[src/design/fbp_pkg.sv]
// ============================================================================
// Fill-first bucket packer package
// Shared widths, register indexes, reset values and bundle types.
// ============================================================================
`timescale 1ns / 1ps
`default_nettype none

package fbp_pkg;

    localparam int SIZE_W     = 16;
    localparam int COUNT_W    = 13;
    localparam int SEQCAP_W   = 20;
    localparam int CMPCAP_W   = 16;
    localparam int BATCH_W    = 16;
    localparam int BUCKET_W   = 12;
    localparam int OFFSET_W   = 20;
    localparam int LONGEST_W  = 16;
    localparam int PAIRS_W    = 16;
    localparam int LEN_W      = SEQCAP_W + 1;
    localparam int ADDR_W     = 4;
    localparam int PDATA_W    = 32;
    localparam int IN_DATA_W  = 2 * SIZE_W;
    localparam int OUT_DATA_W = 88;

    localparam int SEEDS_PER_PAIR_DEF = 2;

    localparam logic [COUNT_W-1:0]  BUCKET_COUNT_RST = 13'd1024;
    localparam logic [SEQCAP_W-1:0] SEQ_CAP_RST      = 20'd65536;
    localparam logic [CMPCAP_W-1:0] CMP_CAP_RST      = 16'd1024;
    localparam logic [COUNT_W-1:0]  BUCKET_MAX       = 13'd4096;

    typedef enum logic [1:0] {
        REG_BUCKET_COUNT = 2'd0,
        REG_SEQ_CAP      = 2'd1,
        REG_CMP_CAP      = 2'd2,
        REG_UNUSED       = 2'd3
    } reg_idx_t;

    typedef struct packed {
        logic [COUNT_W-1:0]  bucket_count;
        logic [SEQCAP_W-1:0] sequence_capacity;
        logic [CMPCAP_W-1:0] comparison_capacity;
    } cfg_t;

    typedef struct packed {
        logic                 status;
        logic [BATCH_W-1:0]   batch_index;
        logic [BUCKET_W-1:0]  bucket_index;
        logic [OFFSET_W-1:0]  offset_a;
        logic [OFFSET_W-1:0]  offset_b;
        logic [LONGEST_W-1:0] longest_length;
    } result_t;

endpackage

`default_nettype wire

[src/design/fbp_cfg.sv]
// ============================================================================
// Fill-first bucket packer configuration registers
// APB-style register file for bucket count and the two capacities.
// ============================================================================
`timescale 1ns / 1ps
`default_nettype none

module fbp_cfg
(
    input  wire logic                          clk,
    input  wire logic                          rst_n,
    input  wire logic                          psel,
    input  wire logic                          penable,
    input  wire logic                          pwrite,
    input  wire logic [fbp_pkg::ADDR_W-1:0]    paddr,
    input  wire logic [fbp_pkg::PDATA_W-1:0]   pwdata,
    output logic      [fbp_pkg::PDATA_W-1:0]   prdata,
    output logic                               pready,
    output fbp_pkg::cfg_t                      cfg
);

    fbp_pkg::cfg_t     cfg_reg;
    fbp_pkg::reg_idx_t idx;
    logic              wr_en;

    assign pready = 1'b1;
    assign idx    = fbp_pkg::reg_idx_t'(paddr[3:2]);
    assign wr_en  = psel && penable && pwrite && pready;
    assign cfg    = cfg_reg;

    always_ff @(posedge clk or negedge rst_n)
    begin
        if (!rst_n)
        begin
            cfg_reg.bucket_count        <= fbp_pkg::BUCKET_COUNT_RST;
            cfg_reg.sequence_capacity   <= fbp_pkg::SEQ_CAP_RST;
            cfg_reg.comparison_capacity <= fbp_pkg::CMP_CAP_RST;
        end
        else if (wr_en)
        begin
            case (idx)
                fbp_pkg::REG_BUCKET_COUNT:
                    cfg_reg.bucket_count <= pwdata[fbp_pkg::COUNT_W-1:0];
                fbp_pkg::REG_SEQ_CAP:
                    cfg_reg.sequence_capacity <= pwdata[fbp_pkg::SEQCAP_W-1:0];
                fbp_pkg::REG_CMP_CAP:
                    cfg_reg.comparison_capacity <= pwdata[fbp_pkg::CMPCAP_W-1:0];
                default:
                begin
                end
            endcase
        end
    end

    always_comb
    begin
        case (idx)
            fbp_pkg::REG_BUCKET_COUNT:
                prdata = fbp_pkg::PDATA_W'(cfg_reg.bucket_count);
            fbp_pkg::REG_SEQ_CAP:
                prdata = fbp_pkg::PDATA_W'(cfg_reg.sequence_capacity);
            fbp_pkg::REG_CMP_CAP:
                prdata = fbp_pkg::PDATA_W'(cfg_reg.comparison_capacity);
            default:
                prdata = '0;
        endcase
    end

endmodule

`default_nettype wire

[src/design/fbp_placer.sv]
// ============================================================================
// Fill-first bucket packer placement core
// Holds the open bucket and decides, in one pass, where a pair lands.
// ============================================================================
`timescale 1ns / 1ps
`default_nettype none

module fbp_placer
#(
    parameter int SEEDS_PER_PAIR = fbp_pkg::SEEDS_PER_PAIR_DEF
)
(
    input  wire logic                         clk,
    input  wire logic                         rst_n,
    input  wire logic                         step,
    input  wire logic [fbp_pkg::SIZE_W-1:0]   size_a,
    input  wire logic [fbp_pkg::SIZE_W-1:0]   size_b,
    input  fbp_pkg::cfg_t                     cfg,
    output fbp_pkg::result_t                  result
);

    localparam int CMP_W = fbp_pkg::PAIRS_W + 1 + $clog2(SEEDS_PER_PAIR + 1);

    logic [fbp_pkg::BUCKET_W-1:0]  bucket_reg,  bucket_next;
    logic [fbp_pkg::BATCH_W-1:0]   batch_reg,   batch_next;
    logic [fbp_pkg::SEQCAP_W-1:0]  used_reg,    used_next;
    logic [fbp_pkg::PAIRS_W-1:0]   pairs_reg,   pairs_next;
    logic [fbp_pkg::LONGEST_W-1:0] longest_reg, longest_next;

    logic [fbp_pkg::COUNT_W-1:0]   count_eff;
    logic [fbp_pkg::LEN_W-1:0]     pair_len;
    logic [fbp_pkg::LEN_W-1:0]     len_cur;
    logic [CMP_W-1:0]              cmp_cur;
    logic [CMP_W-1:0]              cmp_cap;
    logic                          fit_cur;
    logic                          fit_empty;
    logic                          too_large;
    logic                          last_bucket;
    logic [fbp_pkg::BUCKET_W-1:0]  bucket_base;
    logic [fbp_pkg::BATCH_W-1:0]   batch_base;
    logic [fbp_pkg::SEQCAP_W-1:0]  used_base;
    logic [fbp_pkg::PAIRS_W-1:0]   pairs_base;
    logic [fbp_pkg::LONGEST_W-1:0] longest_base;
    logic [fbp_pkg::LONGEST_W-1:0] longest_ab;

    always_comb
    begin
        if (cfg.bucket_count == '0)
            count_eff = fbp_pkg::COUNT_W'(1);
        else if (cfg.bucket_count > fbp_pkg::BUCKET_MAX)
            count_eff = fbp_pkg::BUCKET_MAX;
        else
            count_eff = cfg.bucket_count;
    end

    assign pair_len  = fbp_pkg::LEN_W'(size_a) + fbp_pkg::LEN_W'(size_b);
    assign len_cur   = fbp_pkg::LEN_W'(used_reg) + pair_len;
    assign cmp_cap   = CMP_W'(cfg.comparison_capacity);
    assign cmp_cur   = CMP_W'((CMP_W'(pairs_reg) + CMP_W'(1)) * CMP_W'(SEEDS_PER_PAIR));
    assign fit_cur   = (len_cur <= fbp_pkg::LEN_W'(cfg.sequence_capacity)) &&
                       (cmp_cur <= cmp_cap);
    assign fit_empty = (pair_len <= fbp_pkg::LEN_W'(cfg.sequence_capacity)) &&
                       (CMP_W'(SEEDS_PER_PAIR) <= cmp_cap);
    assign too_large = !fit_cur && !fit_empty;

    // A lowered bucket count can leave the open bucket beyond the end; the
    // compare against the count then rolls over to a new batch as well.
    assign last_bucket = (fbp_pkg::COUNT_W'(bucket_reg) + fbp_pkg::COUNT_W'(1)) >= count_eff;

    always_comb
    begin
        if (fit_cur)
        begin
            bucket_base  = bucket_reg;
            batch_base   = batch_reg;
            used_base    = used_reg;
            pairs_base   = pairs_reg;
            longest_base = longest_reg;
        end
        else
        begin
            bucket_base  = last_bucket ? '0 : bucket_reg + fbp_pkg::BUCKET_W'(1);
            batch_base   = last_bucket ? batch_reg + fbp_pkg::BATCH_W'(1) : batch_reg;
            used_base    = '0;
            pairs_base   = '0;
            longest_base = '0;
        end
    end

    assign longest_ab = (size_a > size_b) ? size_a : size_b;

    always_comb
    begin
        bucket_next  = bucket_base;
        batch_next   = batch_base;
        used_next    = used_base + fbp_pkg::SEQCAP_W'(pair_len);
        pairs_next   = pairs_base + fbp_pkg::PAIRS_W'(1);
        longest_next = (longest_ab > longest_base) ? longest_ab : longest_base;
    end

    always_comb
    begin
        if (too_large)
        begin
            result        = '0;
            result.status = 1'b1;
        end
        else
        begin
            result.status         = 1'b0;
            result.batch_index    = batch_base;
            result.bucket_index   = bucket_base;
            result.offset_a       = used_base;
            result.offset_b       = used_base + fbp_pkg::OFFSET_W'(size_a);
            result.longest_length = longest_next;
        end
    end

    always_ff @(posedge clk or negedge rst_n)
    begin
        if (!rst_n)
        begin
            bucket_reg  <= '0;
            batch_reg   <= '0;
            used_reg    <= '0;
            pairs_reg   <= '0;
            longest_reg <= '0;
        end
        else if (step && !too_large)
        begin
            bucket_reg  <= bucket_next;
            batch_reg   <= batch_next;
            used_reg    <= used_next;
            pairs_reg   <= pairs_next;
            longest_reg <= longest_next;
        end
    end

endmodule

`default_nettype wire

[src/design/fill_first_bucket_packer.sv]
// ============================================================================
// Fill-first bucket packer
// Next-fit placement of sequence pairs into buckets and batches.
// ============================================================================
// Usage: each transaction on the s_ channel carries one pair of sequence
// lengths; each transaction on the m_ channel returns where that pair went:
// batch, bucket, the two buffer offsets and the bucket's longest length, or
// a too-large flag in m_tuser with all data zero. One result per pair, in order.
// A pair sits in an input register while the placement logic works on it,
// and its result is then loaded into an output register, from which it is
// shown. One pair per cycle is sustained while the receiver takes results,
// since the open-bucket registers update in the same cycle.
// When the receiver stalls, the output register holds its result and the
// input register holds the next pair; s_tready falls only when both are full.
// Reset empties both registers, closes all buckets (batch 0, bucket 0) and
// loads the registers with bucket_count 1024, sequence_capacity 65536 and
// comparison_capacity 1024. Register writes leave the packing state alone.
// The user must make them while no transaction is in flight; no logic checks it.
// ============================================================================
`timescale 1ns / 1ps
`default_nettype none

module fill_first_bucket_packer
#(
    parameter int SEEDS_PER_PAIR = fbp_pkg::SEEDS_PER_PAIR_DEF
)
(
    input  wire logic                            clk,
    input  wire logic                            rst_n,
    // s_tdata: size_a [15:0], size_b [31:16]
    input  wire logic                            s_tvalid,
    output logic                                 s_tready,
    input  wire logic [fbp_pkg::IN_DATA_W-1:0]   s_tdata,
    // m_tdata: batch_index [15:0], bucket_index [27:16], offset_a [47:28],
    // offset_b [67:48], longest_length [83:68], zero [87:84]
    output logic                                 m_tvalid,
    input  wire logic                            m_tready,
    output logic [fbp_pkg::OUT_DATA_W-1:0]       m_tdata,
    // m_tuser: status [0]
    output logic [0:0]                           m_tuser,
    input  wire logic                            psel,
    input  wire logic                            penable,
    input  wire logic                            pwrite,
    input  wire logic [fbp_pkg::ADDR_W-1:0]      paddr,
    input  wire logic [fbp_pkg::PDATA_W-1:0]     pwdata,
    output logic [fbp_pkg::PDATA_W-1:0]          prdata,
    output logic                                 pready
);

    fbp_pkg::cfg_t    cfg;
    fbp_pkg::result_t result;
    fbp_pkg::result_t out_res_reg;

    logic                         in_valid_reg;
    logic [fbp_pkg::SIZE_W-1:0]   in_a_reg;
    logic [fbp_pkg::SIZE_W-1:0]   in_b_reg;
    logic                         out_valid_reg;
    logic                         step;

    fbp_cfg u_cfg
    (
        .clk     (clk),
        .rst_n   (rst_n),
        .psel    (psel),
        .penable (penable),
        .pwrite  (pwrite),
        .paddr   (paddr),
        .pwdata  (pwdata),
        .prdata  (prdata),
        .pready  (pready),
        .cfg     (cfg)
    );

    fbp_placer
    #(
        .SEEDS_PER_PAIR (SEEDS_PER_PAIR)
    )
    u_placer
    (
        .clk    (clk),
        .rst_n  (rst_n),
        .step   (step),
        .size_a (in_a_reg),
        .size_b (in_b_reg),
        .cfg    (cfg),
        .result (result)
    );

    // The held pair moves on whenever the output register is free or drains.
    assign step     = in_valid_reg && (!out_valid_reg || m_tready);
    assign s_tready = !in_valid_reg || step;

    always_ff @(posedge clk or negedge rst_n)
    begin
        if (!rst_n)
        begin
            in_valid_reg  <= 1'b0;
            out_valid_reg <= 1'b0;
        end
        else
        begin
            if (s_tready)
                in_valid_reg <= s_tvalid;
            if (step)
                out_valid_reg <= 1'b1;
            else if (m_tready)
                out_valid_reg <= 1'b0;
        end
    end

    always_ff @(posedge clk)
    begin
        if (s_tready && s_tvalid)
        begin
            in_a_reg <= s_tdata[fbp_pkg::SIZE_W-1:0];
            in_b_reg <= s_tdata[fbp_pkg::IN_DATA_W-1:fbp_pkg::SIZE_W];
        end
        if (step)
            out_res_reg <= result;
    end

    assign m_tvalid = out_valid_reg;
    assign m_tuser  = out_res_reg.status;
    assign m_tdata  = fbp_pkg::OUT_DATA_W'({out_res_reg.longest_length,
                                             out_res_reg.offset_b,
                                             out_res_reg.offset_a,
                                             out_res_reg.bucket_index,
                                             out_res_reg.batch_index});

endmodule

`default_nettype wire

[config.mk]
export PLATFORM = sky130hd
export DESIGN_NAME = fill_first_bucket_packer
export DESIGN_NICKNAME = d
export VERILOG_FILES = /design/src/design/fbp_pkg.sv /design/src/design/fbp_cfg.sv /design/src/design/fbp_placer.sv /design/src/design/fill_first_bucket_packer.sv
export SDC_FILE = /design/constraint.sdc
export NUM_CORES = 1
export LEC_CHECK = 0
export ABC_AREA = 0
export BUFFER_PORTS_ARGS = -buffer_cell sky130_fd_sc_hd__buf_2
export CAP_MARGIN = 20
export CORE_ASPECT_RATIO = 1.25
export CORE_MARGIN = 4
export CORE_UTILIZATION = 30
export CTS_BUF_LIST = sky130_fd_sc_hd__clkbuf_4 sky130_fd_sc_hd__clkbuf_8 sky130_fd_sc_hd__clkbuf_16
export CTS_CLUSTER_SIZE = 12
export DETAILED_ROUTE_END_ITERATION = 10
export GPL_TIMING_DRIVEN = 0
export PLACE_DENSITY = 0.5
export SLEW_MARGIN = 20
export SYNTH_ARGS = -nofsm -noshare
export SYNTH_HDL_FRONTEND = slang
export SYNTH_SLANG_ARGS = --single-unit
[constraint.sdc]
create_clock -name clk -period 15.3 [get_ports clk]
set_input_delay 0.765 -clock clk [delete_from_list [all_inputs] [get_ports clk]]
set_output_delay 0.765 -clock clk [all_outputs]
set_load 0.05 [all_outputs]
==> flow_metrics.tcl, run 1 <==
set metrics [dict create \
    period_needed_ns 9.883 \
    core_um2 54890 \
    syn_to_final_growth_pct 17.68 \
    yosysWarnings 0 \
    layout-drive-gt1-share 0.1724 \
    cts_resized 0 \
    largest_reg_flops 84 \
    drt-pass1-iter-count 5 \
    p_int_uw 2487 \
    irDropWorstVdd_uv 118.4 \
    vias 13430 \
    slew_headroom 0.4064 \
    synthCells 1691 \
    cts.clk_slew.worst_paths_ns 0.06 \
    placementRows 96 \
    dp_hpwl_mm 41.97 \
    antenna_found_initial 0 \
    die_w_um 218.5 \
    final-setup-viol-count 0 \
    drt_iter0_markers 834 \
    clk_latency_ns 0.57 \
    crit_top_cell "ha_1" \
    grt_usage 0.1745 \
    drv_slew 0 \
    mostFrequentLayoutCells "buf_2, ha_1, nand2_1" \
    start_util 0.3027 \
    rsz0062_at_grt "false" \
    synth.distinct_cells 80 \
    wl_mm 53.08 \
    grt_max_degree 76 \
    end_kind "flop" \
    ant_nets 0 \
    hold_buffers 0 \
    crit_required_ns 15.66 \
    io_buffer_count 166 \
    drc 0 \
    place_congestion 0.8822 \
    seqPwrFrac 0.229 \
    clock_sinks 248 \
    post-route-period-util 0.6460 \
    vias_per_cell 5.038 \
    dieArea_um2 59230 \
    hold_viol 0 \
    cts_buffer_depth 3 \
    synth_seq_cells 248 \
    antenna_cells 0 \
    switching_share 0.4923 \
    placed_area_um2 18520 \
    yosysTopAreaCellShare 0.2115 \
    wire_per_inst_um 19.91 \
    synthArstFlopShare 0.5282 \
    cts_setup_buffers 0 \
    grt_pass1_wl_mm 80.78 \
    outcome "finished, final reports clean" \
    yosys_most_used_dff "dfrtp_1" \
    cts_made_buffers 30 \
    critPathMaxStageDelay_ns 0.68 \
    fin_area_um2 19550 \
    startpoint_type "flop" \
    power.static_leakage_uw 0.008732 \
    worstMarginPinSlew_ns 0.8792 \
    seq_area_frac_synth 0.4090 \
    num_io_pins 199 \
    synth_edf_count 117 \
    gr-total-overflow 0 \
    hold_class "in2async" \
    layout.cells.most_common "buf_2" \
    clockRootBuffer "clkbuf_16" \
    powerDensity_nw_per_um2 250.5 \
    layout.cells.non_filler 2666 \
    comb_power_share 0.619 \
    p_sw_uw 2411 \
    dieHeight_um 271.1 \
    synth_largest_area_cell "edfxtp_1" \
    fmax_ghz 0.1012 \
    criticalPathCategory "reg2reg" \
    crit_fanout 10 \
    fin_nets 2154 \
    arrival_ns 10.24 \
    syn_avg_cell_area_um2 9.825 \
    clkPwrFrac 0.152 \
    post-place-cells 2610 \
    skew_ns 0.01526 \
    htreeDepth 1 \
    tns_ns 0 \
    first_global_vias 13494 \
    slowest_stage "a2111oi_0" \
    cts_tree "built" \
    maxCapViolCount 0 \
    synthTopCellsByArea "edfxtp_1, dfrtp_1, ha_1, o21ai_0, xnor2_1" \
    syn_area_um2 16610 \
]
-- layout make-up --
cell class / instances / area (um2)
fill: 5651 / 35340
multi-input combinational: 1261 / 8994
sequential: 248 / 6795
timing repair buffer: 169 / 923.4
tap: 735 / 919.6
clock buffer: 39 / 860.8
buffer: 88 / 473.0
inverter: 109 / 414.1
clock inverter: 17 / 170.2
-- metrics by stage --
stage	worst slack, ns	util	power [uW]	hold WS (ns)
finish	5.417	0.3562	4898	0.2045
global route	4.806	0.3562	5281	0.2406
global placement	5.452	0.3356	4130	0.4635
detailed placement	5.525	0.3374	4164	0.4701
CTS	5.471	0.3562	4943	0.2169
floorplan	7.638	-	3288	0.4482
-- worst max-delay path, delay by kind of cell (launching register included) --
| family | cells | cell delay (ns) |
|---|---|---|
| flops | 1 | 0.49 |
| buf+inv | 3 | 0.83 |
| simple gates | 7 | 1.48 |
| fa+ha+maj | 5 | 1.60 |
| compound gates | 15 | 4.40 |
| xor+xnor | 3 | 0.83 |
-- cell families after synthesis --
kind of cell | Yosys count | synth area share
simple gates | 496 | 0.1490
compound gates | 416 | 0.1663
flops | 248 | 0.4090
buf+inv | 197 | 0.05310
fa+ha+maj | 172 | 0.1313
xor+xnor | 100 | 0.05272
mux | 60 | 0.03803
other cells | 2 | 0.0004520
-- cell usage after synthesis, types with 7 or more instances --
cell       number
a31oi_1         8
o2bb2ai_1      16
and3_1         58
dfrtp_1       128
mux2_2         25
nor3_1         34
nor2_1         89
a31o_1          7
or3_1           8
nand4_1        28
edfxtp_1      117
nor2b_1        30
nand2b_1       22
a21o_1         20
and2_1         15
a22o_1         22
or2_2           7
nand3_1        37
a21oi_1        85
o211ai_1        7
o21bai_1       12
buf_4          28
nor4_1          8
ha_1          168
o21ai_0       131
o21a_1          7
inv_1         109
xnor2_1        61
mux2i_1        35
xor2_1         39
a211oi_1       39
buf_2          22
clkbuf_1       32
nand2_1       141
-- worst paths after layout --
| check | from | to | slack [ns] | depth (start not counted) |
|---|---|---|---|---|
| worst max register to register | in_a_reg[1]$_DFFE_PP_ | m_tdata[66]$_SDFFCE_PP0P_ | 5.42 | 33 |
| min in group clk | s_tdata[20] | in_b_reg[4]$_DFFE_PP_ | 0.36 | 1 |
| worst min register to register | u_placer.longest_reg[0]$_DFFE_PN0P_ | u_placer.longest_reg[0]$_DFFE_PN0P_ | 0.48 | 1 |
| max in group asynchronous | rst_n | u_placer.batch_reg[3]$_DFFE_PN0P_ | 14.34 | 2 |
| worst min-delay path | rst_n | u_placer.used_reg[3]$_DFFE_PN0P_ | 0.20 | 1 |
| worst max-delay path | in_a_reg[1]$_DFFE_PP_ | m_tdata[66]$_SDFFCE_PP0P_ | 5.42 | 33 |
-- per-layer routing --
layer / track usage / up-vias / part of all wire
met2: 0.3249 / 322 / 0.52
met4: 0.05906 / 0 / 0.036
li1: - / 6533 / -
met3: 0.01797 / 88 / 0.038
met1: 0.2074 / 6487 / 0.40
met5: 0 / - / 0
-- power by group through the flow --
stage / clock network (uW) / registers, uW / logic [uW]
6_report: 745 / 1120 / 3030
5_1_grt: 793 / 1150 / 3340
4_1_cts: 766 / 1130 / 3050
3_5_place_dp: 0 / 1140 / 3030
3_3_place_gp: 0 / 1140 / 2990
2_1_floorplan: 0 / 1380 / 1910
(Power assumes the default switching activity.)
==> inputs of run 2 (changes only) <==
- clock period: 15.3 -> 10 ns (I/O delays scaled with it)
==> flow_metrics.tcl, run 2 (synthesis results as in run 1) <==
set metrics [dict create \
    met3_usage 0.01797 \
    wl_mm 53.08 \
    slowest_stage "edfxtp_1" \
    use_met1 0.2074 \
    multi_input_area_um2 9027 \
    rsz0062_at_grt "false" \
    layout-drive-gt1-share 0.1758 \
    drt-pass1-iter-count 5 \
    powerDensity_nw_per_um2 383.0 \
    fin_nets 2157 \
    hold_viol 0 \
    syn_to_final_growth_pct 18.06 \
    dieHeight_um 271.1 \
    grt_usage 0.1745 \
    cts.clk_slew.worst_paths_ns 0.06 \
    gr-total-overflow 0 \
    drv_slew 0 \
    clockRootBuffer "clkbuf_16" \
    arrival_ns 9.61 \
    die_w_um 218.5 \
    placementRows 96 \
    num_io_pins 199 \
    cts_tree "built" \
    worstMarginPinSlew_ns 0.8741 \
    end_kind "flop" \
    grt_max_degree 76 \
    postLayoutCoreUtil 0.3573 \
    htreeDepth 1 \
    tns_ns 0 \
    core_um2 54890 \
    criticalPathCategory "reg2reg" \
    dp_hpwl_mm 41.97 \
    dieArea_um2 59230 \
    outcome "finished, final reports clean" \
    critPathMaxStageDelay_ns 0.42 \
    start_util 0.3027 \
    clock_sinks 248 \
    crit_fanout 19 \
    maxCapViolCount 0 \
    ant_nets 0 \
    post-route-period-util 0.9249 \
    cpLargestDelayFamily "compound AO/OA/AOI/OAI gates" \
    skew_ns 0.01968 \
    p_sw_uw 3696 \
    wire_per_inst_um 19.89 \
    drt_iter0_markers 806 \
    cp.buffers_inverters 4 \
    first_global_vias 13495 \
    seqPwrFrac 0.229 \
    grt_pass1_wl_mm 80.79 \
    p_int_uw 3817 \
    final-setup-viol-count 0 \
    switching_share 0.4920 \
    cts_made_buffers 30 \
    clk_latency_ns 0.58 \
    io_buffer_count 166 \
    busiest_layer "met2" \
    layout.cells.most_common "buf_2" \
    antenna_cells 0 \
    num-fill-cells 5658 \
    final-seq-area_um2 6795 \
    irDropWorstVdd_uv 181.0 \
    clkPwrFrac 0.152 \
    period_needed_ns 9.249 \
    vias 13497 \
    slew_headroom 0.4099 \
    cts_buffer_depth 3 \
    largest_reg_flops 84 \
    antenna_found_initial 0 \
    comb_power_share 0.619 \
    startpoint_type "flop" \
    crit_top_cell "ha_1" \
    mostFrequentLayoutCells "buf_2, ha_1, nand2_1" \
    power.static_leakage_uw 0.008757 \
    crit_required_ns 10.36 \
    grt.met2_usage 0.3249 \
    vias_per_cell 5.057 \
    hold_class "in2reg" \
    drc 0 \
    place_congestion 0.8822 \
    fmax_ghz 0.1081 \
]
==> run 2: cell types whose count changed in the layout (fill, tap and decap cells not counted) <==
cell	delta
a21oi_2	+2
o21ai_1	+3
a2111oi_0	-1
o41ai_1	-1
buf_2	-2
a211oi_4	+1
a211oi_1	-1
a2111oi_2	+1
clkbuf_4	+1
o21ai_0	-3
dlygate4sd3_1	+1
a21oi_1	-2
buf_4	+3
o41ai_2	+1
==> run 2: final timing paths <==
kind	start	slack (ns)	depth (start not counted)	to
worst min-delay path	s_tdata[20]	0.1	1	in_b_reg[4]$_DFFE_PP_
max in group asynchronous	rst_n	8.69	3	u_placer.batch_reg[3]$_DFFE_PN0P_
min in group asynchronous	rst_n	0.54	2	u_cfg.cfg[33]$_DFFE_PN0P_
worst max-delay path	in_a_reg[0]$_DFFE_PP_	0.75	37	m_tdata[66]$_SDFFCE_PP0P_
worst min register to register	u_placer.longest_reg[0]$_DFFE_PN0P_	0.48	1	u_placer.longest_reg[0]$_DFFE_PN0P_
worst max register to register	in_a_reg[0]$_DFFE_PP_	0.75	37	m_tdata[66]$_SDFFCE_PP0P_
==> run 2: area by class of cell <==
type                            instances  share of cell area
Multi-Input combinational cell       1261              0.4603
Sequential cell                       248              0.3465
Clock inverter                         17            0.008676
Inverter                              109             0.02112
Timing Repair Buffer                  173             0.04874
Clock buffer                           39             0.04389
Buffer                                 87             0.02399
Tap cell                              735             0.04689
==> run 2: worst register-to-register path: cells and delay by family (launching register included) <==
family,cells,cell delay [ns]
AOI/OAI and AO/OA,18,4.02
adders and majority gates,6,1.79
and+or+nand+nor,6,1.35
buffers and inverters,4,0.83
xor gates and xnor gates,3,0.62
DFF,1,0.42
==> run 2: power groups by stage <==
stage	Clock [uW]	Combinational [uW]	Sequential [uW]
finish	1140	4650	1720
global route	1210	5140	1750
CTS	1170	4660	1730
detailed placement	0	4630	1740
global placement	0	4570	1740
floorplan	0	2920	2120
==> run 2: per-stage QoR <==
step,setup slack (ns),hold WS (ns),area [um2],instances,power [uW]
finish,0.7510,0.09772,19610,2669,7513
global route,0.08445,0.07443,19610,2669,8105
CTS,0.1712,0.05369,19560,2667,7563
detailed placement,0.2252,0.4701,18520,2610,6371
global placement,0.1520,0.4635,18420,2607,6319
floorplan,2.338,0.2044,16670,1706,5031
==> run 2: metal layers <==
metal / up-vias / wire length (um)
met4: 0 / 1916
met5: - / 0
met2: 307 / 27820
li1: 6548 / -
met3: 90 / 1928
met1: 6552 / 21410
==> run 2: repair_timing <==
action,4_1_cts,5_1_grt
gates resized for setup,0,11
setup buffers,0,3
endpoints found under the setup margin,0,25
hold endpoints to repair,71,0
hold buffers,1,0
